### src/rtl/gcaim_pkg.sv
// Shared types, constants and helpers for the grid cell active index map.
// Used by gcaim_unit, gcaim_table and grid_cell_active_index_map.
// No dependencies.
`default_nettype none

package gcaim_pkg;

  // Table geometry.
  localparam int MAX_CELLS = 65536;
  localparam int ADDR_W    = $clog2(MAX_CELLS);

  // Field and datapath widths.
  localparam int CELL_W = 16;
  localparam int SIZE_W = 17;
  localparam int NUM_W  = 17;
  localparam int PROD_W = 2 * SIZE_W;

  // The restoring divider retires one quotient bit per step.
  localparam int DIV_STEPS = CELL_W;
  localparam int STEP_W    = $clog2(DIV_STEPS);

  localparam logic [NUM_W-1:0] NEG_ONE = '1;

  // Operation codes.
  localparam logic [1:0] OP_LOAD  = 2'd0;
  localparam logic [1:0] OP_QUERY = 2'd1;
  localparam logic [1:0] OP_CLEAR = 2'd2;
  localparam logic [1:0] OP_NONE  = 2'd3;

  // Neighbour directions.
  localparam logic [1:0] DIR_I    = 2'd0;
  localparam logic [1:0] DIR_J    = 2'd1;
  localparam logic [1:0] DIR_K    = 2'd2;
  localparam logic [1:0] DIR_NONE = 2'd3;

  // Configuration register indexes.
  localparam logic [1:0] REG_SIZE_I = 2'd0;
  localparam logic [1:0] REG_SIZE_J = 2'd1;
  localparam logic [1:0] REG_SIZE_K = 2'd2;

  typedef enum logic [3:0] {
    ST_SWEEP,
    ST_IDLE,
    ST_MUL_IJ,
    ST_MUL_K,
    ST_DECIDE,
    ST_DIV_I,
    ST_DIVJ_LOAD,
    ST_DIV_J,
    ST_NBR,
    ST_RD_NB
  } state_t;

  typedef enum logic [1:0] {
    UC_IDLE,
    UC_MUL,
    UC_DIV_LOAD,
    UC_DIV_STEP
  } unit_cmd_t;

  typedef struct packed {
    unit_cmd_t         cmd;
    logic [SIZE_W-1:0] a;
    logic [SIZE_W-1:0] b;
  } unit_req_t;

  typedef struct packed {
    logic [PROD_W-1:0] prod;
    logic [SIZE_W-1:0] rem;
    logic [CELL_W-1:0] quo;
  } unit_rsp_t;

  typedef struct packed {
    logic              we;
    logic [ADDR_W-1:0] waddr;
    logic [NUM_W-1:0]  wdata;
    logic              re;
    logic [ADDR_W-1:0] raddr;
  } table_req_t;

  // Grid size limited to the table capacity.
  function automatic logic [SIZE_W-1:0] cap_cells(input logic [PROD_W-1:0] x);
    logic [SIZE_W-1:0] r;
    if (x > PROD_W'(MAX_CELLS)) begin
      r = SIZE_W'(MAX_CELLS);
    end else begin
      r = x[SIZE_W-1:0];
    end
    return r;
  endfunction

endpackage

`default_nettype wire

### src/rtl/gcaim_unit.sv
// Shared arithmetic unit: a registered 17x17 multiplier and a restoring
// divider that retires one quotient bit per step. Depends on gcaim_pkg.
`default_nettype none

module gcaim_unit (
  input  wire logic                 clk,
  input  wire gcaim_pkg::unit_req_t req,
  output gcaim_pkg::unit_rsp_t      rsp
);

  logic [gcaim_pkg::PROD_W-1:0] prod;
  logic [gcaim_pkg::SIZE_W-1:0] rem;
  logic [gcaim_pkg::CELL_W-1:0] quo;
  logic [gcaim_pkg::SIZE_W-1:0] dvs;
  logic [gcaim_pkg::PROD_W-1:0] mul_full;
  logic [gcaim_pkg::SIZE_W+1:0] trial;

  assign mul_full = req.a * req.b;

  // Shift in the next dividend bit and try to subtract the divisor.
  assign trial = {1'b0, rem, quo[gcaim_pkg::CELL_W-1]} - {2'b00, dvs};

  always_ff @(posedge clk) begin
    case (req.cmd)
      gcaim_pkg::UC_MUL: begin
        prod <= mul_full;
      end
      gcaim_pkg::UC_DIV_LOAD: begin
        rem <= '0;
        quo <= req.a[gcaim_pkg::CELL_W-1:0];
        dvs <= req.b;
      end
      gcaim_pkg::UC_DIV_STEP: begin
        if (!trial[gcaim_pkg::SIZE_W+1]) begin
          rem <= trial[gcaim_pkg::SIZE_W-1:0];
          quo <= {quo[gcaim_pkg::CELL_W-2:0], 1'b1};
        end else begin
          rem <= {rem[gcaim_pkg::SIZE_W-2:0], quo[gcaim_pkg::CELL_W-1]};
          quo <= {quo[gcaim_pkg::CELL_W-2:0], 1'b0};
        end
      end
      default: begin
      end
    endcase
  end

  assign rsp.prod = prod;
  assign rsp.rem  = rem;
  assign rsp.quo  = quo;

endmodule

`default_nettype wire

### config.mk
export PLATFORM = sky130hd
export DESIGN_NAME = gcaim_unit
export DESIGN_NICKNAME = d
export VERILOG_FILES = /design/src/rtl/gcaim_pkg.sv /design/src/rtl/gcaim_unit.sv
export SDC_FILE = /design/constraint.sdc
export NUM_CORES = 1
export LEC_CHECK = 0
export ABC_AREA = 0
export BUFFER_PORTS_ARGS = -buffer_cell sky130_fd_sc_hd__clkbuf_2
export CORE_MARGIN = 8
export CORE_UTILIZATION = 57
export DETAILED_ROUTE_END_ITERATION = 10
export PLACE_DENSITY = 0.77
export SYNTH_ARGS = -nofsm -noshare
export SYNTH_HDL_FRONTEND = slang
export SYNTH_SLANG_ARGS = --single-unit
### constraint.sdc
create_clock -name clk -period 5.5 [get_ports clk]
set_clock_uncertainty 0.05 [all_clocks]
set_input_delay 0 -clock clk [delete_from_list [all_inputs] [get_ports clk]]
set_output_delay 0 -clock clk [all_outputs]
set_load 0.01 [all_outputs]
After elaboration in Yosys (flattened, before gate mapping)
Index checks and enable logic that the tools add are counted.
{"block": "word_totals", "reg_bits": 84, "elab_cells": 14, "inputBits": 37, "out_inout_bits": 67}
{"block": "op_classes", "mux": 4, "multipliers": 1, "reduce_logical": 1, "n_eq_ne": 3, "addsub": 1}
{"op": "multiplier 17 x 17 -> 34 bit", "n": 1}
{"op": "one-hot mux 17 bit (2 select lines)", "n": 1}
{"op": "one-hot mux 16 bit (2 select lines)", "n": 1}
{"op": "subtractor 18 x 17 -> 19 bit", "n": 1}
{"op": "2-to-1 mux 17 bit", "n": 1}
{"op": "== test 2 bit, second input constant", "n": 2}
{"op": "== test 2 x 1 -> 1 bit, second input constant", "n": 1}
{"op": "nonzero test 2 bit", "n": 1}
{"op": "2-to-1 mux 1 bit", "n": 1}

Longest topological paths before layout
Gate-level depths: netlist of the first run.
{"block": "logic_depth", "ltp_word": 3, "ltp_mapped": 24, "depth_no_buf": 21}

Worst setup path before layout of the first run
No wires, ideal clock.
{"block": "synth_path", "path_type": "input -> register", "startpoint": "input port req[10] (netlist name)", "endpoint": "register prod[29] (netlist name) (data pin)", "cell_stages": 23, "arrival_ns": 5.344, "setup_time_ns": 0.263, "t_required_ns": 5.187, "path_slack_ns": -0.157, "path_buffers": 3, "cell_sequence": "clkbuf_1 clkbuf_1 nand2_1 fa_1 inv_1 fa_1 inv_1 fa_1 inv_1 fa_1 fa_1 inv_1 fa_1 inv_1 ha_1 a21o_1 a21o_1 a21o_1 a211o_1 or2_1 buf_6 a31oi_4 xnor2_1"}
{"block": "synth_via", "elab_chain_len": 1}
{"element": "start, declared", "line": "gcaim_unit.sv:7", "rtl": "input wire gcaim_pkg::unit_req_t req,"}
{"element": "multiplier 17 x 17 -> 34 bit", "line": "gcaim_unit.sv:18", "rtl": "assign mul_full = req.a * req.b;"}
{"element": "via mul_full, one bit", "line": "gcaim_unit.sv:15", "rtl": "logic [gcaim_pkg::PROD_W-1:0] mul_full;"}
{"element": "end signal, assigned", "line": "gcaim_unit.sv:26", "rtl": "prod <= mul_full;"}
{"element": "end, declared", "line": "gcaim_unit.sv:11", "rtl": "logic [gcaim_pkg::PROD_W-1:0] prod;"}
The timed path passes the listed nets, and every way through them passes these cells.
A chain may end at the register's enable or synchronous reset.

Worst setup path after layout of the first run
{"block": "layout_path", "startpoint": "input port req[23] (netlist name)", "endpoint": "register prod[31] (netlist name) (data pin)"}
The elaborated chain is that of the path after synthesis.

==> results of run 1 <==
metrics by stage:
stage | utilization | setup TNS (ns)
floorplan | - | 0
global placement | 0.653 | -0.845
detailed placement | 0.653 | -1.13
CTS | 0.667 | 0
global route | 0.668 | -0.108
finish | 0.668 | 0
layout make-up:
class                           count  area (sq um)  share of cell area
Multi-Input combinational cell    974          9710               0.623
Sequential cell                    84          2520               0.162
Timing Repair Buffer              237          1570               0.101
Inverter                          283          1060              0.0682
Tap cell                          319           399              0.0256
Clock buffer                        9           225              0.0145
Clock inverter                      7          93.8             0.00602
cells by family after synthesis:
group / Yosys count / synth area share
AND/OR/NAND/NOR: 418 / 0.153
adder cells (fa/ha/maj): 350 / 0.450
buffers and inverters: 335 / 0.0941
AO/OA/AOI/OAI: 148 / 0.0744
flip-flops: 84 / 0.187
XOR/XNOR: 35 / 0.0227
multiplexers: 23 / 0.0186
how the worst max path moves through the flow:
stage                       start       end  slack [ns]  cells past startpoint
after floorplan            req[2]  prod[29]        0.01                     20
after global placement     req[3]  prod[33]       -0.14                     21
after detailed placement   req[3]  prod[31]       -0.19                     21
after CTS                  req[3]  prod[25]        0.16                     21
after global routing      req[26]  prod[29]       -0.03                     21
final                     req[23]  prod[31]        0.18                     22
synthesized netlist by cell type, types with 4 or more instances:
master	count	area, sq um
sky130_fd_sc_hd__nor3_1	7	35.0
sky130_fd_sc_hd__nand4_1	4	25.0
sky130_fd_sc_hd__a21boi_1	5	37.5
sky130_fd_sc_hd__xor2_1	15	131
sky130_fd_sc_hd__a31oi_1	5	31.3
sky130_fd_sc_hd__nor2b_1	8	50.1
sky130_fd_sc_hd__fa_1	225	4500
sky130_fd_sc_hd__a21oi_1	42	210
sky130_fd_sc_hd__a211oi_1	8	60.1
sky130_fd_sc_hd__mux2i_1	7	70.1
sky130_fd_sc_hd__xnor2_1	20	175
sky130_fd_sc_hd__mux2_2	15	169
sky130_fd_sc_hd__o21a_1	5	37.5
sky130_fd_sc_hd__o21ai_0	14	70.1
sky130_fd_sc_hd__o21ai_1	10	50.1
sky130_fd_sc_hd__clkbuf_1	49	184
sky130_fd_sc_hd__and3_1	6	37.5
sky130_fd_sc_hd__o21bai_1	7	52.6
sky130_fd_sc_hd__and2_1	136	851
sky130_fd_sc_hd__edfxtp_1	84	2520
sky130_fd_sc_hd__nand2_1	190	713
sky130_fd_sc_hd__inv_1	282	1060
sky130_fd_sc_hd__nor4_1	4	25.0
sky130_fd_sc_hd__nor2_1	34	128
sky130_fd_sc_hd__ha_1	125	1560
sky130_fd_sc_hd__o211ai_1	10	75.1
sky130_fd_sc_hd__nand3_1	12	60.1
sky130_fd_sc_hd__a21o_1	19	143
layer usage:
metal / global-route usage / wire, microns
met4: 0.0762 / 886
met3: 0.0551 / 2490
met5: 0 / 0
met2: 0.407 / 16200
met1: 0.308 / 13600
flip-flops by register name, indices dropped and copies added (netlist names):
signal / flops
rem: 17
prod: 34
quo: 16
dvs: 17
critical path: stages:
cell	delay, ns
sky130_fd_sc_hd__clkbuf_2	0.18
sky130_fd_sc_hd__and2_1	0.22
sky130_fd_sc_hd__fa_1	0.53
sky130_fd_sc_hd__inv_1	0.06
sky130_fd_sc_hd__fa_1	0.47
sky130_fd_sc_hd__inv_1	0.05
sky130_fd_sc_hd__fa_1	0.43
sky130_fd_sc_hd__fa_1	0.51
sky130_fd_sc_hd__inv_1	0.07
sky130_fd_sc_hd__fa_1	0.49
sky130_fd_sc_hd__fa_1	0.49
sky130_fd_sc_hd__inv_1	0.04
sky130_fd_sc_hd__ha_1	0.28
sky130_fd_sc_hd__and3_1	0.22
sky130_fd_sc_hd__and3_1	0.20
sky130_fd_sc_hd__o211ai_1	0.23
sky130_fd_sc_hd__a211oi_2	0.14
sky130_fd_sc_hd__buf_4	0.16
sky130_fd_sc_hd__or2_1	0.24
sky130_fd_sc_hd__buf_12	0.15
sky130_fd_sc_hd__a31oi_4	0.12
sky130_fd_sc_hd__xnor2_1	0.09
timing repair:
item	CTS	global route
endpoints found under the setup margin	0	8
gates resized for setup	0	8
hold buffers	1	0
hold endpoints to repair	1	0
==> results.txt, run 1 <==
The number of synthesized flops with an enable pin was 84; the number of buffers inserted by post-CTS setup repair was 0. The logs give 0 for the number of antenna violations at the first check in global routing and 0 for the final hold violation count. For this block, the initial DRC count from the detailed router was 677. Row generation in the floorplan step produced 56 rows.

Die extent in y: 170 microns. Of all nets on the critical path, the largest fanout is 7. The finished layout holds 1913 standard cells, fillers aside. Synthesis handed over a netlist of 1393 instances. For the proportion of synthesized chip area in sequential cells, the log shows 0.187.

The sink of the worst hold path is dvs[14]. For this block, the routed nets add up to 33.1 mm of wire. TritonCTS built the clock tree. The logs give 1780 for the synthesized netlist net count and 1796 for the number of fill cells.

The end of the worst register-to-register path was rem[16]. The logs give 3 for the number of H-tree levels and 55.8 mm for the global-route wire length before repair. For the relative slew slack, the log shows 0.365. In this run the tool buffered the top-level ports with 103 buffer cells.

The signal arrival time at the worst endpoint came out at 5.38 ns. The top cell types in the final layout, fill and taps aside, are 282 x sky130_fd_sc_hd__inv_1, 225 x sky130_fd_sc_hd__fa_1, 190 x sky130_fd_sc_hd__nand2_1. The flow ran to the end, and the final reports show no timing, DRC or antenna violations.

The minimum hold slack is 0.0391 ns. The routed via count was 10321. The library cell used most frequently in the layout, excluding fill and tap cells, is sky130_fd_sc_hd__inv_1.

CTS placed an instance of sky130_fd_sc_hd__clkbuf_16 at the clock tree root. Max-cap violations in this run came to 0. The tools report the critical register-to-register path startpoint as quo[15]. The total placed cells including tap cells was 1896; the sum of overflow across all layers after global routing was 0.

The min-delay analysis places its worst path in the category in2reg. Share of synthesized flip-flops with an asynchronous set or reset: 0. For this run, the leading register cell type out of synthesis is sky130_fd_sc_hd__edfxtp_1. The clock net in this run drives a total of 84 sinks. The worst slack at placement was -0.186 ns; the clock-pin slew of the registers on the worst-case setup and hold paths was 0.08 ns. Share of final-layout standard cells stronger than drive strength 1: 0.176. The critical path class was in2reg. Entering global routing, the biggest net connects 38 pins. For flop-to-flop paths, the worst setup slack is 2.75 ns.

The netlist uses 58 different library cells. The synthesized netlist occupies a cell area of 13500 sq um. The tools report the post-DP HPWL as 27.9 mm. During synthesis, Yosys emitted a total of 0 warnings.

The tools report the required time of the worst setup path as 5.57 ns. The worst hold path begins at req[14]. The portion of the clock cycle consumed by the worst path in the final layout was 0.967. The type of destination of the critical path is a flip-flop. The wire length per cell works out to 17.3 microns. Setup violations remaining at the end of the flow were counted as 0. The number of cells on the worst hold path works out to 2. The average instance in the mapped netlist occupies 9.67 sq um. The transition time of the tightest slew-check pin came out at 0.953 ns.

After floorplanning, the core was sized to cover 23300 sq um. The post-detailed-route via-to-cell ratio was 5.40. The number of antenna repair diodes is 0, and the highest attainable clock frequency is 188 MHz. For the all-layer global routing usage, the log shows 0.243.

Flip-flop and latch count after synthesis: 84. The total count of max-transition violations in the final report is 0, and the post-place instance area is 15200 sq um. The weighted congestion at the end of routability-driven global placement is 0.903.

The effective utilization at floorplan was 0.578; the number of buffers created by CTS was 9. The logs give 15600 sq um for the cell area after layout and 11175 for the number of global-route vias before repair. In the routed design, unresolved DRC markers number 0. No sink is reached through more buffers than the 2 on the longest clock path. Number of nets in the layout: 1976. Number of cell instances on the worst register-to-register path: 10. The time the final worst path needs with I/O delays and setup works out to 5.32 ns.

The count of pins on the block boundary came out at 104. The count of nets left with antenna violations once routing finished came out at 0. The run gives 0.181 ns as the worst setup slack after layout. The later-pin clock latency in the skew report is 0.36 ns. STA classifies the critical path startpoint as an input pin.

The die covers 28800 sq um. The die is 170 microns wide. Area growth from synthesis to layout: 15.6%.

For this run, the detailed router's first-pass iteration total came to 5.
Power of run 1 is left out: the tool's default activity adds up to more than one toggle a clock period on the data nets, which glitch-free logic cannot reach.
==> inputs of run 2 (changes only) <==
--- a/config.mk
+++ b/config.mk
@@ -8,9 +8,10 @@
 export ABC_AREA = 0
 export BUFFER_PORTS_ARGS = -buffer_cell sky130_fd_sc_hd__clkbuf_2
 export CORE_MARGIN = 8
-export CORE_UTILIZATION = 57
+export CORE_UTILIZATION = 40
+export CTS_CLUSTER_SIZE = 28
 export DETAILED_ROUTE_END_ITERATION = 10
-export PLACE_DENSITY = 0.77
+export PLACE_DENSITY = 0.55
 export SYNTH_ARGS = -nofsm -noshare
 export SYNTH_HDL_FRONTEND = slang
 export SYNTH_SLANG_ARGS = --single-unit
==> constraint.sdc (replaced) <==
create_clock -name clk -period 6.1 [get_ports clk]
set_clock_uncertainty 0.05 [all_clocks]
set_input_delay 0 -clock clk [delete_from_list [all_inputs] [get_ports clk]]
set_output_delay 0 -clock clk [all_outputs]
set_load 0.01 [all_outputs]
==> results.txt, run 2 (synthesis gave the netlist of run 1 again) <==
The flow ran to the end, and the final reports show no timing, DRC or antenna violations. Effective utilization at floorplan: 0.404. Ranked by flip-flop count, first place goes to prod. The count of nets left with antenna violations once routing finished came out at 0.

The critical path class was in2reg. After clock tree synthesis, the clock-pin slew on the worst setup and hold paths is 0.08 ns. Global routing finished with a remaining overflow of 0. The routed via count was 9716. The library cells used most frequently in the layout, excluding fill and tap cells, are 282 x sky130_fd_sc_hd__inv_1, 225 x sky130_fd_sc_hd__fa_1, 190 x sky130_fd_sc_hd__nand2_1. At the pin with the least slew margin, the transition time is 1.03 ns. Setup violations remaining at the end of the flow were counted as 0. The tools report the total count of max-transition violations in the final report as 0. The run gives 0.36 ns as the later-pin clock latency in the skew report. For this run, the slowest stage of the critical path takes 0.54 ns. The most frequent standard cell in the layout excluding fill and tap cells is sky130_fd_sc_hd__inv_1. The tools report the first-pass iteration count of the detailed router as 7. The signal arrival time at the worst endpoint was 5.89 ns; the number of maximum-capacitance violations was 0. Dividing the detail-routed via count by the number of cells gives 4.95.

The region available for standard cell placement spans 33400 sq um. For the number of H-tree levels, the log shows 3. The number of DRC markers after the initial detailed-route iteration was 399; the number of buffers inserted by post-CTS setup repair was 0. The cell sitting at the root of the clock tree is a sky130_fd_sc_hd__clkbuf_16.

The number of nets in the layout came out at 1897. The path class of the lowest-slack min-delay path is in2reg. For the final hold violation count, the log shows 0.

In this run the core area contains 67 standard-cell rows. The maximum fanout encountered on the critical timing path was 8; the number of fill cells was 3278. Entering global routing, the biggest net connects 38 pins. The cell at the slowest stage of the critical path is sky130_fd_sc_hd__dlygate4sd3_1.

Share of final-layout standard cells stronger than drive strength 1: 0.131. For the all-layer global routing usage, the log shows 0.182. During I/O placement, the number of pins put on the boundary was 104. In the routed design, unresolved DRC markers number 0. The portion of the clock cycle consumed by the worst path in the final layout was 0.954; the number of antenna repair diodes was 0.

Counting the buffers created by CTS gives 9. The buffer depth of the longest clock path is 2. The die is 200 microns wide. The die extent in y is 200 microns. The cell seen most often among critical-path stages is sky130_fd_sc_hd__fa_1. Summed over all failing endpoints, the final setup total negative slack is 0 ns. TritonCTS built the clock tree.

The type of destination of the critical path is a flip-flop. In the final layout, the registers with the most flip-flops are prod (34), dvs (17), rem (17). At the end of routability-driven placement, the weighted congestion stood at 0.873.

The critical path goes through dlygate4sd3_1, clkbuf_2, and2_1, fa_1, fa_1, fa_1, fa_1, fa_1, inv_1, fa_1, inv_1, ha_1, and3_1, and3_2, a221oi_1, buf_4, nand3_1, a31oi_1, xnor2_1. Derived from the worst setup path, the maximum achievable clock frequency is 172 MHz. Input and output buffers added on the ports amount to 103.

The tools report the number of global-route vias before repair as 10393. In the final routed layout, each cell accounts on average for 17.5 microns. The logs give 56.9 mm for the global-route wire length before repair and 6.17 ns for the required time of the worst setup path.

Compared with the post-synthesis result, the final layout area differs by 12.1%. The number of antenna violations at the first check in global routing was 0. The die covers 39800 sq um. For this block, the routed nets add up to 34.4 mm of wire.

Summed over all nets, the half-perimeter wirelength after detailed placement is 28.9 mm. The clock drives 84 sinks. The tools report the relative slew slack as 0.315.

Setup repair after global routing left no endpoint under its margin. The flip-flop count of the largest register after layout works out to 34. The worst setup path is launched from an input pin. The smallest clock period supported by the final layout is computed as 5.82 ns.
run 2: layer usage:
layer / global-route usage / wire, microns / vias up
met3: 0.0241 / 1440 / 34
met1: 0.254 / 16100 / 4877
met4: 0.0501 / 663 / 0
met2: 0.295 / 16200 / 208
met5: 0 / 0 / -
li1: - / - / 4597
run 2: path summary, 6_finish.rpt:
kind,startpoint,endpoint,slack [ns],cells past startpoint
hold reg to reg,quo[13],quo[14],0.54,1
setup / recovery,req[16],prod[32],0.28,19
setup reg to reg,quo[15],rem[15],3.28,9
hold / removal,req[34],rem[16],0.02,2
run 2: cell type report:
type                    instances  area [sq um]  share of cell area
clock inverters                 7           101             0.00671
clock buffers                   9           225              0.0149
inverters                     283          1060              0.0703
multi-input cells             974          9690               0.642
flip-flops and latches         84          2520               0.167
well taps                     448           561              0.0371
repair buffers                158           943              0.0624
run 2: critical path, delay by kind of cell:
kind / cells / cell delay, ns
fa+ha+maj: 7 / 3.33
xor+xnor: 1 / 0.10
buf+inv: 5 / 1.04
simple gates: 4 / 0.75
compound gates: 2 / 0.67
run 2: timing repair:
item / 4_1_cts / 5_1_grt
hold endpoints to repair: 1 / 0
resized for setup: 0 / 0
hold buffers: 1 / 0
run 2: stage by stage:
stage	hold WS (ns)	cells	utilization	area (sq um)	setup WS, ns
global placement	0.318	1946	0.443	14800	0.116
finish	0.0201	1963	0.453	15100	0.282
detailed placement	0.308	1946	0.443	14800	0.125
global route	0.0140	1963	0.453	15100	0.130
CTS	0.00287	1963	0.453	15100	0.258
floorplan	0.0489	1393	-	13500	0.443
Power of run 2 is left out for the same reason.
